<file path="src/hw/rtl/aic_pkg.sv">
// shared types and constants of the analog input conditioner
package aic_pkg;

   localparam int SAMPLE_BITS = 12;
   localparam int SCALED_W    = 15;
   localparam int RANGE_W     = 16;
   localparam int PCT_W       = 21;
   localparam int DIFF_W      = RANGE_W + 1;

   localparam int CSR_ADDR_W = 3;
   localparam int CSR_DATA_W = 16;
   localparam int LEVEL_IN_W = 4;
   localparam int LEVEL_CMP_W = 6;

   localparam logic [CSR_ADDR_W-1:0] CSR_FILTER_LEVEL = 3'd0;
   localparam logic [CSR_ADDR_W-1:0] CSR_ON_THRESHOLD = 3'd1;
   localparam logic [CSR_ADDR_W-1:0] CSR_HYSTERESIS   = 3'd2;
   localparam logic [CSR_ADDR_W-1:0] CSR_PERCENT_MODE = 3'd3;
   localparam logic [CSR_ADDR_W-1:0] CSR_RANGE_LOW    = 3'd4;
   localparam logic [CSR_ADDR_W-1:0] CSR_RANGE_HIGH   = 3'd5;

   localparam int MODE_W = 2;
   localparam logic [MODE_W-1:0] PCT_SRC_RAW = 2'd0;
   localparam logic [MODE_W-1:0] PCT_SRC_MV  = 2'd1;
   localparam logic [MODE_W-1:0] PCT_SRC_MA  = 2'd2;

   localparam int FULL_SCALE = 4095;
   localparam int MV_SCALE   = 31390;
   localparam int MA_SCALE   = 21997;

   // reciprocal scaling, exact floor for every 12-bit value
   localparam int SCALE_FRAC   = 24;
   localparam int SCALE_MULT_W = 27;
   localparam int SCALE_PROD_W = SAMPLE_BITS + SCALE_MULT_W;
   localparam longint unsigned MV_MULT =
      ((longint'(MV_SCALE) << SCALE_FRAC) + FULL_SCALE - 1) / FULL_SCALE;
   localparam longint unsigned MA_MULT =
      ((longint'(MA_SCALE) << SCALE_FRAC) + FULL_SCALE - 1) / FULL_SCALE;

   localparam int PCT_FACTOR = 10000;
   localparam int PCT_LIMIT  = 1000000;
   localparam int PCT_MAG_W  = 20;

   localparam int DIV_NUM_W = 30;
   localparam int DIV_DEN_W = 16;
   localparam int DIV_CNT_W = 5;

   typedef logic [SAMPLE_BITS-1:0] sample_type;

   typedef struct packed {
      logic       step;
      logic       preset;
      sample_type preset_value;
   } cell_ctrl_type;

endpackage

</file>
<file path="src/hw/rtl/analog_input_conditioner.sv">
// analog input conditioner top level: filter chain, scaling, comparator, percent
// a request passes the states MUL, SRC, SCALE, DIV (the 30-step percent divider)
// and DONE before rsp_valid, skipping DIV when the range is empty; DONE holds until
// the output register is free, and one transaction is in flight at a time
// a finished response waits in the output register while the next request is taken
// reset: synchronous; control and CSR registers go to defaults, filter stages stay unset
module analog_input_conditioner #(
   parameter int MAX_STAGES = 8
) (
   input  logic                             clock,
   input  logic                             reset,
   input  logic                             req_valid,
   output logic                             req_ready,
   input  logic [aic_pkg::SAMPLE_BITS-1:0]  req_sample,
   output logic                             rsp_valid,
   input  logic                             rsp_ready,
   output logic [aic_pkg::SAMPLE_BITS-1:0]  rsp_filtered_value,
   output logic [aic_pkg::SCALED_W-1:0]     rsp_voltage_mv,
   output logic [aic_pkg::SCALED_W-1:0]     rsp_current_ma,
   output logic                             rsp_discrete_on,
   output logic [aic_pkg::PCT_W-1:0]        rsp_percent_x100,
   output logic                             rsp_range_error,
   input  logic                             csr_valid,
   output logic                             csr_ready,
   input  logic [aic_pkg::CSR_ADDR_W-1:0]   csr_addr,
   input  logic [aic_pkg::CSR_DATA_W-1:0]   csr_wdata
);
   import aic_pkg::*;

   localparam int LVL_W = $clog2(MAX_STAGES + 1);

   localparam logic [2:0] ST_IDLE  = 3'd0;
   localparam logic [2:0] ST_MUL   = 3'd1;
   localparam logic [2:0] ST_SRC   = 3'd2;
   localparam logic [2:0] ST_SCALE = 3'd3;
   localparam logic [2:0] ST_DIV   = 3'd4;
   localparam logic [2:0] ST_DONE  = 3'd5;

   logic [2:0]               state_ff, state_in;

   logic [LVL_W-1:0]         level_ff;
   logic [SAMPLE_BITS-1:0]   on_thr_ff;
   logic [SAMPLE_BITS-1:0]   hyst_ff;
   logic [MODE_W-1:0]        mode_ff;
   logic [RANGE_W-1:0]       range_lo_ff;
   logic [RANGE_W-1:0]       range_hi_ff;

   sample_type               cur_ff, cur_in;
   logic                     disc_ff;

   logic [SCALED_W-1:0]      mv_ff, ma_ff;
   logic signed [DIFF_W-1:0] diff_ff, den_ff;
   logic                     neg_ff, err_ff;

   logic                     rsp_valid_ff;
   sample_type               out_value_ff;
   logic [SCALED_W-1:0]      out_mv_ff, out_ma_ff;
   logic                     out_disc_ff;
   logic [PCT_W-1:0]         out_pct_ff;
   logic                     out_err_ff;

   logic                     req_accept;
   logic                     lvl_wr;
   logic [LEVEL_CMP_W-1:0]   lvl_wr_raw;
   logic [LEVEL_CMP_W-1:0]   lvl_wr_sat;
   logic [LVL_W-1:0]         level_sel;

   cell_ctrl_type            cell_ctrl;
   sample_type               stage_q [MAX_STAGES];
   sample_type               avg_q   [MAX_STAGES];

   logic [SCALE_PROD_W-1:0]  mv_prod, ma_prod;
   logic signed [SAMPLE_BITS:0] off_point, cur_s;
   logic [SCALED_W-1:0]      src;
   logic [DIFF_W-1:0]        diff_neg, den_neg;
   logic [DIV_DEN_W-1:0]     diff_mag, den_mag;
   logic [DIV_NUM_W-1:0]     num;
   logic                     div_start, div_done;
   logic [DIV_NUM_W-1:0]     quotient;
   logic [PCT_MAG_W-1:0]     pct_mag;
   logic [PCT_W-1:0]         pct;
   logic                     out_load;

   assign req_ready  = !reset && (state_ff == ST_IDLE);
   assign req_accept = req_valid && req_ready;
   assign csr_ready  = !reset;

   // filter level write saturates at the stage count
   always_comb begin
      lvl_wr     = csr_valid && csr_ready && (csr_addr == CSR_FILTER_LEVEL);
      lvl_wr_raw = LEVEL_CMP_W'(csr_wdata[LEVEL_IN_W-1:0]);
      lvl_wr_sat = (lvl_wr_raw > LEVEL_CMP_W'(MAX_STAGES)) ?
                   LEVEL_CMP_W'(MAX_STAGES) : lvl_wr_raw;
      level_sel  = lvl_wr ? LVL_W'(lvl_wr_sat) : level_ff;
   end

   always_comb begin
      cell_ctrl.step         = req_accept;
      cell_ctrl.preset       = lvl_wr;
      cell_ctrl.preset_value = cur_ff;
   end

   for (genvar i = 0; i < MAX_STAGES; i++) begin : g_cell
      sample_type right_value;
      if (i == MAX_STAGES - 1) begin : g_tail
         assign right_value = req_sample;
      end else begin : g_body
         assign right_value = stage_q[i+1];
      end
      aic_cell u_cell (
         .clock       (clock),
         .ctrl        (cell_ctrl),
         .active      (LVL_W'(i) < level_sel),
         .last        (LVL_W'(i + 1) == level_sel),
         .sample      (req_sample),
         .right_value (right_value),
         .stage_value (stage_q[i]),
         .avg_value   (avg_q[i])
      );
   end

   assign cur_in = (level_ff == '0) ? req_sample : avg_q[0];

   // scaling, comparator and percent datapath
   always_comb begin
      mv_prod   = SCALE_PROD_W'(cur_ff) * SCALE_PROD_W'(MV_MULT);
      ma_prod   = SCALE_PROD_W'(cur_ff) * SCALE_PROD_W'(MA_MULT);
      off_point = $signed({1'b0, on_thr_ff}) - $signed({1'b0, hyst_ff});
      cur_s     = $signed({1'b0, cur_ff});
      case (mode_ff)
         PCT_SRC_RAW: src = SCALED_W'(cur_ff);
         PCT_SRC_MV:  src = mv_ff;
         PCT_SRC_MA:  src = ma_ff;
         default:     src = '0;
      endcase
      diff_neg  = -diff_ff;
      den_neg   = -den_ff;
      diff_mag  = diff_ff[DIFF_W-1] ? diff_neg[DIV_DEN_W-1:0] : diff_ff[DIV_DEN_W-1:0];
      den_mag   = den_ff[DIFF_W-1] ? den_neg[DIV_DEN_W-1:0] : den_ff[DIV_DEN_W-1:0];
      num       = DIV_NUM_W'(diff_mag) * DIV_NUM_W'(PCT_FACTOR);
      div_start = (state_ff == ST_SCALE) && (den_ff != '0);
      pct_mag   = (quotient > DIV_NUM_W'(PCT_LIMIT)) ?
                  PCT_MAG_W'(PCT_LIMIT) : quotient[PCT_MAG_W-1:0];
      if (err_ff) begin
         pct = '0;
      end else if (neg_ff) begin
         pct = -PCT_W'(pct_mag);
      end else begin
         pct = PCT_W'(pct_mag);
      end
      out_load  = (state_ff == ST_DONE) && (!rsp_valid_ff || rsp_ready);
   end

   aic_divider u_divider (
      .clock    (clock),
      .reset    (reset),
      .start    (div_start),
      .num      (num),
      .den      (den_mag),
      .done     (div_done),
      .quotient (quotient)
   );

   always_comb begin
      state_in = state_ff;
      case (state_ff)
         ST_IDLE:  if (req_accept) state_in = ST_MUL;
         ST_MUL:   state_in = ST_SRC;
         ST_SRC:   state_in = ST_SCALE;
         ST_SCALE: state_in = (den_ff == '0) ? ST_DONE : ST_DIV;
         ST_DIV:   if (div_done) state_in = ST_DONE;
         ST_DONE:  if (out_load) state_in = ST_IDLE;
         default:  state_in = ST_IDLE;
      endcase
   end

   always_ff @(posedge clock) begin
      if (reset) begin
         state_ff     <= ST_IDLE;
         level_ff     <= '0;
         on_thr_ff    <= SAMPLE_BITS'(2048);
         hyst_ff      <= SAMPLE_BITS'(200);
         mode_ff      <= PCT_SRC_RAW;
         range_lo_ff  <= '0;
         range_hi_ff  <= RANGE_W'(4095);
         cur_ff       <= '0;
         disc_ff      <= 1'b0;
         rsp_valid_ff <= 1'b0;
      end else begin
         state_ff <= state_in;
         if (csr_valid && csr_ready) begin
            case (csr_addr)
               CSR_FILTER_LEVEL: level_ff    <= LVL_W'(lvl_wr_sat);
               CSR_ON_THRESHOLD: on_thr_ff   <= csr_wdata[SAMPLE_BITS-1:0];
               CSR_HYSTERESIS:   hyst_ff     <= csr_wdata[SAMPLE_BITS-1:0];
               CSR_PERCENT_MODE: mode_ff     <= csr_wdata[MODE_W-1:0];
               CSR_RANGE_LOW:    range_lo_ff <= csr_wdata[RANGE_W-1:0];
               CSR_RANGE_HIGH:   range_hi_ff <= csr_wdata[RANGE_W-1:0];
               default:          ;
            endcase
         end
         if (req_accept) begin
            cur_ff <= cur_in;
         end
         if (state_ff == ST_MUL) begin
            if (cur_ff >= on_thr_ff) begin
               disc_ff <= 1'b1;
            end else if (cur_s < off_point) begin
               disc_ff <= 1'b0;
            end
         end
         if (out_load) begin
            rsp_valid_ff <= 1'b1;
         end else if (rsp_ready) begin
            rsp_valid_ff <= 1'b0;
         end
      end
   end

   always_ff @(posedge clock) begin
      if (state_ff == ST_MUL) begin
         mv_ff <= mv_prod[SCALE_FRAC +: SCALED_W];
         ma_ff <= ma_prod[SCALE_FRAC +: SCALED_W];
      end
      if (state_ff == ST_SRC) begin
         diff_ff <= $signed({2'b00, src}) - $signed({range_lo_ff[RANGE_W-1], range_lo_ff});
         den_ff  <= $signed({range_hi_ff[RANGE_W-1], range_hi_ff})
                    - $signed({range_lo_ff[RANGE_W-1], range_lo_ff});
      end
      if (state_ff == ST_SCALE) begin
         neg_ff <= diff_ff[DIFF_W-1] ^ den_ff[DIFF_W-1];
         err_ff <= den_ff == '0;
      end
      if (out_load) begin
         out_value_ff <= cur_ff;
         out_mv_ff    <= mv_ff;
         out_ma_ff    <= ma_ff;
         out_disc_ff  <= disc_ff;
         out_pct_ff   <= pct;
         out_err_ff   <= err_ff;
      end
   end

   assign rsp_valid          = rsp_valid_ff;
   assign rsp_filtered_value = out_value_ff;
   assign rsp_voltage_mv     = out_mv_ff;
   assign rsp_current_ma     = out_ma_ff;
   assign rsp_discrete_on    = out_disc_ff;
   assign rsp_percent_x100   = out_pct_ff;
   assign rsp_range_error    = out_err_ff;

   a_accept_to_mul: assert property (@(posedge clock) disable iff (reset)
      req_accept |=> state_ff == ST_MUL)
      else $error("accepted request did not start scaling");

   a_div_done_in_wait: assert property (@(posedge clock) disable iff (reset)
      div_done |-> state_ff == ST_DIV)
      else $error("divider finished outside the wait state");

   a_err_zero_pct: assert property (@(posedge clock) disable iff (reset)
      rsp_valid_ff && out_err_ff |-> out_pct_ff == '0)
      else $error("empty range with nonzero percent");

   a_pct_limit: assert property (@(posedge clock) disable iff (reset)
      rsp_valid_ff |-> ($signed(out_pct_ff) <= $signed(PCT_W'(PCT_LIMIT)))
                    && ($signed(out_pct_ff) >= -$signed(PCT_W'(PCT_LIMIT))))
      else $error("percent outside saturation limit");

endmodule

</file>
<file path="src/hw/rtl/aic_cell.sv">
// one averaging stage of the filter chain
module aic_cell (
   input  logic                   clock,
   input  aic_pkg::cell_ctrl_type ctrl,
   input  logic                   active,
   input  logic                   last,
   input  aic_pkg::sample_type    sample,
   input  aic_pkg::sample_type    right_value,
   output aic_pkg::sample_type    stage_value,
   output aic_pkg::sample_type    avg_value
);
   import aic_pkg::*;

   sample_type             stage_ff;
   sample_type             stage_in;
   sample_type             nbr;
   logic [SAMPLE_BITS:0]   sum;

   always_comb begin
      nbr       = last ? sample : right_value;
      sum       = {1'b0, stage_ff} + {1'b0, nbr};
      avg_value = sum[SAMPLE_BITS:1];
      stage_in  = stage_ff;
      if (active && ctrl.preset) begin
         stage_in = ctrl.preset_value;
      end else if (active && ctrl.step) begin
         stage_in = avg_value;
      end
   end

   always_ff @(posedge clock) begin
      stage_ff <= stage_in;
   end

   assign stage_value = stage_ff;

endmodule

</file>
<file path="src/hw/rtl/aic_divider.sv">
// radix-2 restoring divider for the percent quotient
module aic_divider (
   input  logic                            clock,
   input  logic                            reset,
   input  logic                            start,
   input  logic [aic_pkg::DIV_NUM_W-1:0]   num,
   input  logic [aic_pkg::DIV_DEN_W-1:0]   den,
   output logic                            done,
   output logic [aic_pkg::DIV_NUM_W-1:0]   quotient
);
   import aic_pkg::*;

   logic                   busy_ff;
   logic                   done_ff;
   logic [DIV_CNT_W-1:0]   cnt_ff;
   logic [DIV_NUM_W-1:0]   quo_ff;
   logic [DIV_DEN_W-1:0]   rem_ff;
   logic [DIV_DEN_W-1:0]   den_ff;
   logic [DIV_DEN_W:0]     trial;
   logic [DIV_DEN_W:0]     trial_sub;
   logic                   ge;

   always_comb begin
      trial     = {rem_ff, quo_ff[DIV_NUM_W-1]};
      trial_sub = trial - {1'b0, den_ff};
      ge        = trial >= {1'b0, den_ff};
   end

   always_ff @(posedge clock) begin
      if (reset) begin
         busy_ff <= 1'b0;
         done_ff <= 1'b0;
         cnt_ff  <= '0;
      end else begin
         done_ff <= 1'b0;
         if (start) begin
            busy_ff <= 1'b1;
            cnt_ff  <= DIV_CNT_W'(DIV_NUM_W - 1);
         end else if (busy_ff) begin
            cnt_ff <= cnt_ff - 1'b1;
            if (cnt_ff == '0) begin
               busy_ff <= 1'b0;
               done_ff <= 1'b1;
            end
         end
      end
   end

   always_ff @(posedge clock) begin
      if (start) begin
         quo_ff <= num;
         rem_ff <= '0;
         den_ff <= den;
      end else if (busy_ff) begin
         rem_ff <= ge ? trial_sub[DIV_DEN_W-1:0] : trial[DIV_DEN_W-1:0];
         quo_ff <= {quo_ff[DIV_NUM_W-2:0], ge};
      end
   end

   assign done     = done_ff;
   assign quotient = quo_ff;

endmodule
</file>
<file path="config.mk">
export PLATFORM = sky130hd
export DESIGN_NAME = analog_input_conditioner
export DESIGN_NICKNAME = d
export VERILOG_FILES = /design/src/hw/rtl/aic_pkg.sv /design/src/hw/rtl/analog_input_conditioner.sv /design/src/hw/rtl/aic_cell.sv /design/src/hw/rtl/aic_divider.sv
export SDC_FILE = /design/constraint.sdc
export NUM_CORES = 2
export LEC_CHECK = 0
export ABC_AREA = 1
export BUFFER_PORTS_ARGS = -buffer_cell sky130_fd_sc_hd__buf_2
export CORE_MARGIN = 1
export CORE_UTILIZATION = 35
export CTS_CLUSTER_SIZE = 20
export DETAILED_ROUTE_END_ITERATION = 8
export SLEW_MARGIN = 20
export SYNTH_ARGS = -nofsm -noshare
export SYNTH_HDL_FRONTEND = slang
export SYNTH_SLANG_ARGS = --single-unit
</file>
<file path="constraint.sdc">
create_clock -name clock -period 9.8 [get_ports clock]
set_input_delay 2.94 -clock clock [delete_from_list [all_inputs] [get_ports clock]]
set_output_delay 2.94 -clock clock [all_outputs]
set_load 0.02 [all_outputs]
</file>
==> results.cfg <==
[sta]
finalSetupViolations = 0
relSlewSlack_pct = 26.4
fin_setup_tns_ns = 0
period_share_pct = 72.9
period_minus_slack_ns = 7.14
fmax_mhz = 140
slew_violations = 0
finalHoldViolations = 0
worst_pin_slew_ns = 1.10
rsz0062_at_grt = no
worst_slack_ns = 2.66
worst_clock_skew_ns = 0.0320

[clock_network]
clkLatencyLatePin_ns = 0.61
cts_root_buf = clkbuf_16
clock_sinks = 375
clockBufferDepth = 3
cts_tree = yes
h-tree-depth = 2
cts-buffers-inserted = 47
postCtsSetupRepairBufs = 0
hold_buffers = 0
ctsResizeCount = 0
clk_pin_slew_ns = 0.06

[detailed_routing]
vias = 29429
drc = 0
vias_per_cell = 5.07
first_pass_iters = 5
drt-initial-drc-count = 2169
post_drt_wl_per_cell_microns = 18.6
ant_nets = 0
wl_microns = 108000

[place]
dpl-instance-area_sq_um = 37800
port_buffers = 103
dp_slack_ns = 2.35
gp_congestion = 0.935
place_hpwl_microns = 85800

[critical_path]
arrival_ns = 4.20
path_class = input port to output pin
timing.critical_path.fanout_max = 64
rrSetupSlack_ns = 3.02
crit_start = reset
r2r-start = cur_ff[10]
crit_required_ns = 6.86
worst_setup_path_end_kind = output pin
start_kind = input port

[global_route]
met1_usage_pct = 28.3
grt_pass1_wl_microns = 166000
grt_overflow = 0
grt_max_degree = 65
top_usage_layer = met2
grt_pass1_vias = 28939
use_met2_pct = 33.6
antenna_found_initial = 16
track_usage_pct = 20.9
grt_use_met3_pct = 3.30

[floorplan]
initial_core_util_pct = 35.5
core_area_sq_um = 101000
die_y_microns = 321
io-pin-count = 104
num_rows = 116
dieWidth_microns = 321
die_area_sq_um = 103000

[layout]
drive_gt1_share_pct = 6.10
layout_commonest_cell = nand2_1
fin_nets = 5108
area_delta_synth_final_pct = 10.5
final_cell_mix = nand2_1, inv_1, ha_1
final_area_sq_um = 39400

[job]
max_cap_viol_count = 0

[power]
irDropWorstVdd_mv = 0.423
power.density_nw_per_um2 = 304
p_leak_uw = 0.0186

[logic_synthesis]
synth_cell_type_count = 62
ys.flop_type = edfxtp_1
syn_area_sq_um = 35700
syn_nets = 4998
yosysSeqAreaShare_pct = 28.6
avgSynthCellArea_sq_um = 8.31
synth_edf_count = 269
synthCells = 4293
ys_seq_elements = 375
yosysWarnings = 0
async_flop_share_pct = 0

[min_path]
hp-class = flop to flop
min_from = mv_ff[12]

[outcome]
status = finished, final reports clean
-- layer usage --
layer | wire length [microns] | vias to the layer above
li1 | - | 14513
met1 | 48800 | 13897
met2 | 48200 | 819
met3 | 6510 | 190
met4 | 4020 | 10
met5 | 64 | -
-- worst paths after layout --
kind,to,depth (start not counted)
max reg2reg,mv_ff[12],18
min reg2reg,rsp_voltage_mv[12],0
max,csr_ready,3
min,rsp_voltage_mv[12],0
-- registers in the layout, summed over array words and instances, names as in the netlist, 2 cells and up --
name,count
den_ff,17
u_divider.cnt_ff,5
u_divider.den_ff,16
g_cell.u_cell.stage_value,96
rsp_current_ma,15
state_ff,3
mv_ff,15
rsp_filtered_value,12
hyst_ff,12
range_hi_ff,16
u_divider.quotient,30
range_lo_ff,16
diff_ff,17
cur_ff,12
rsp_percent_x100,21
mode_ff,2
u_divider.rem_ff,16
on_thr_ff,12
ma_ff,15
level_ff,4
rsp_voltage_mv,15
-- final cells by class --
class / count / area (sq um)
Clock inverter: 18 / 220
Inverter: 753 / 2830
Clock buffer: 67 / 1340
Tap cell: 1357 / 1700
Timing Repair Buffer: 128 / 703
Fill cell: 10293 / 61200
Sequential cell: 375 / 10200
Multi-Input combinational cell: 3098 / 22400
Antenna cell: 4 / 10.0
-- report_power, final --
part,internal [uW],switching (uW),leakage (uW)
registers,1990,189,0.00331
logic,2900,5100,0.0145
clock network,1060,728,0.000755
total,5950,6020,0.0186
-- cells by family after synthesis --
group / share of synthesized area, %
AO/OA/AOI/OAI: 14.3
XOR/XNOR: 4.10
adder cells (fa/ha/maj): 28.4
buffers and inverters: 8.71
flip-flops: 28.6
AND/OR/NAND/NOR: 15.9
-- critical path, cell delays in order --
cell   delay [ns]
buf_2        0.50
inv_4        0.40
buf_2        0.31
-- through the flow --
stage / hold WS [ns] / std cells / util (%) / total power (uW)
2_1_floorplan: 0.409 / 4293 / - / 8110
3_3_place_gp: 0.442 / 5711 / 37.6 / 10200
3_5_place_dp: 0.450 / 5711 / 37.6 / 10100
4_1_cts: 0.462 / 5796 / 39.2 / 12000
5_1_grt: 0.469 / 5796 / 39.2 / 13300
6_report: 0.459 / 5800 / 39.2 / 12000
-- synthesized netlist by cell type (4+ instances only) --
master / instances / area, sq um
clkinv_1: 4 / 15.0
nand3b_1: 8 / 60.1
o22ai_1: 21 / 131
clkbuf_1: 48 / 180
o31ai_1: 9 / 67.6
o21ai_0: 343 / 1720
nand4_1: 25 / 156
xnor2_1: 69 / 604
a22oi_1: 6 / 45.0
o211ai_1: 35 / 263
nand3_1: 143 / 716
a21boi_0: 12 / 90.1
a221oi_1: 13 / 114
o21bai_1: 12 / 90.1
or2_2: 11 / 68.8
inv_2: 16 / 60.1
a22o_1: 4 / 35.0
o21ai_1: 31 / 155
inv_1: 732 / 2750
nand2_2: 5 / 31.3
nor2_4: 7 / 78.8
nor3_1: 48 / 240
dfxtp_1: 106 / 2120
nor2_2: 8 / 50.1
a211oi_1: 13 / 97.6
xor2_1: 98 / 858
nor2_1: 280 / 1050
o21a_1: 17 / 128
nor4_1: 9 / 56.3
fa_1: 236 / 4720
buf_2: 13 / 65.1
a21o_1: 23 / 173
a21oi_1: 334 / 1670
a31oi_1: 29 / 181
buf_1: 4 / 15.0
ha_1: 433 / 5420
nand2_1: 783 / 2940
edfxtp_1: 269 / 8080
(Power assumes the default switching activity.)
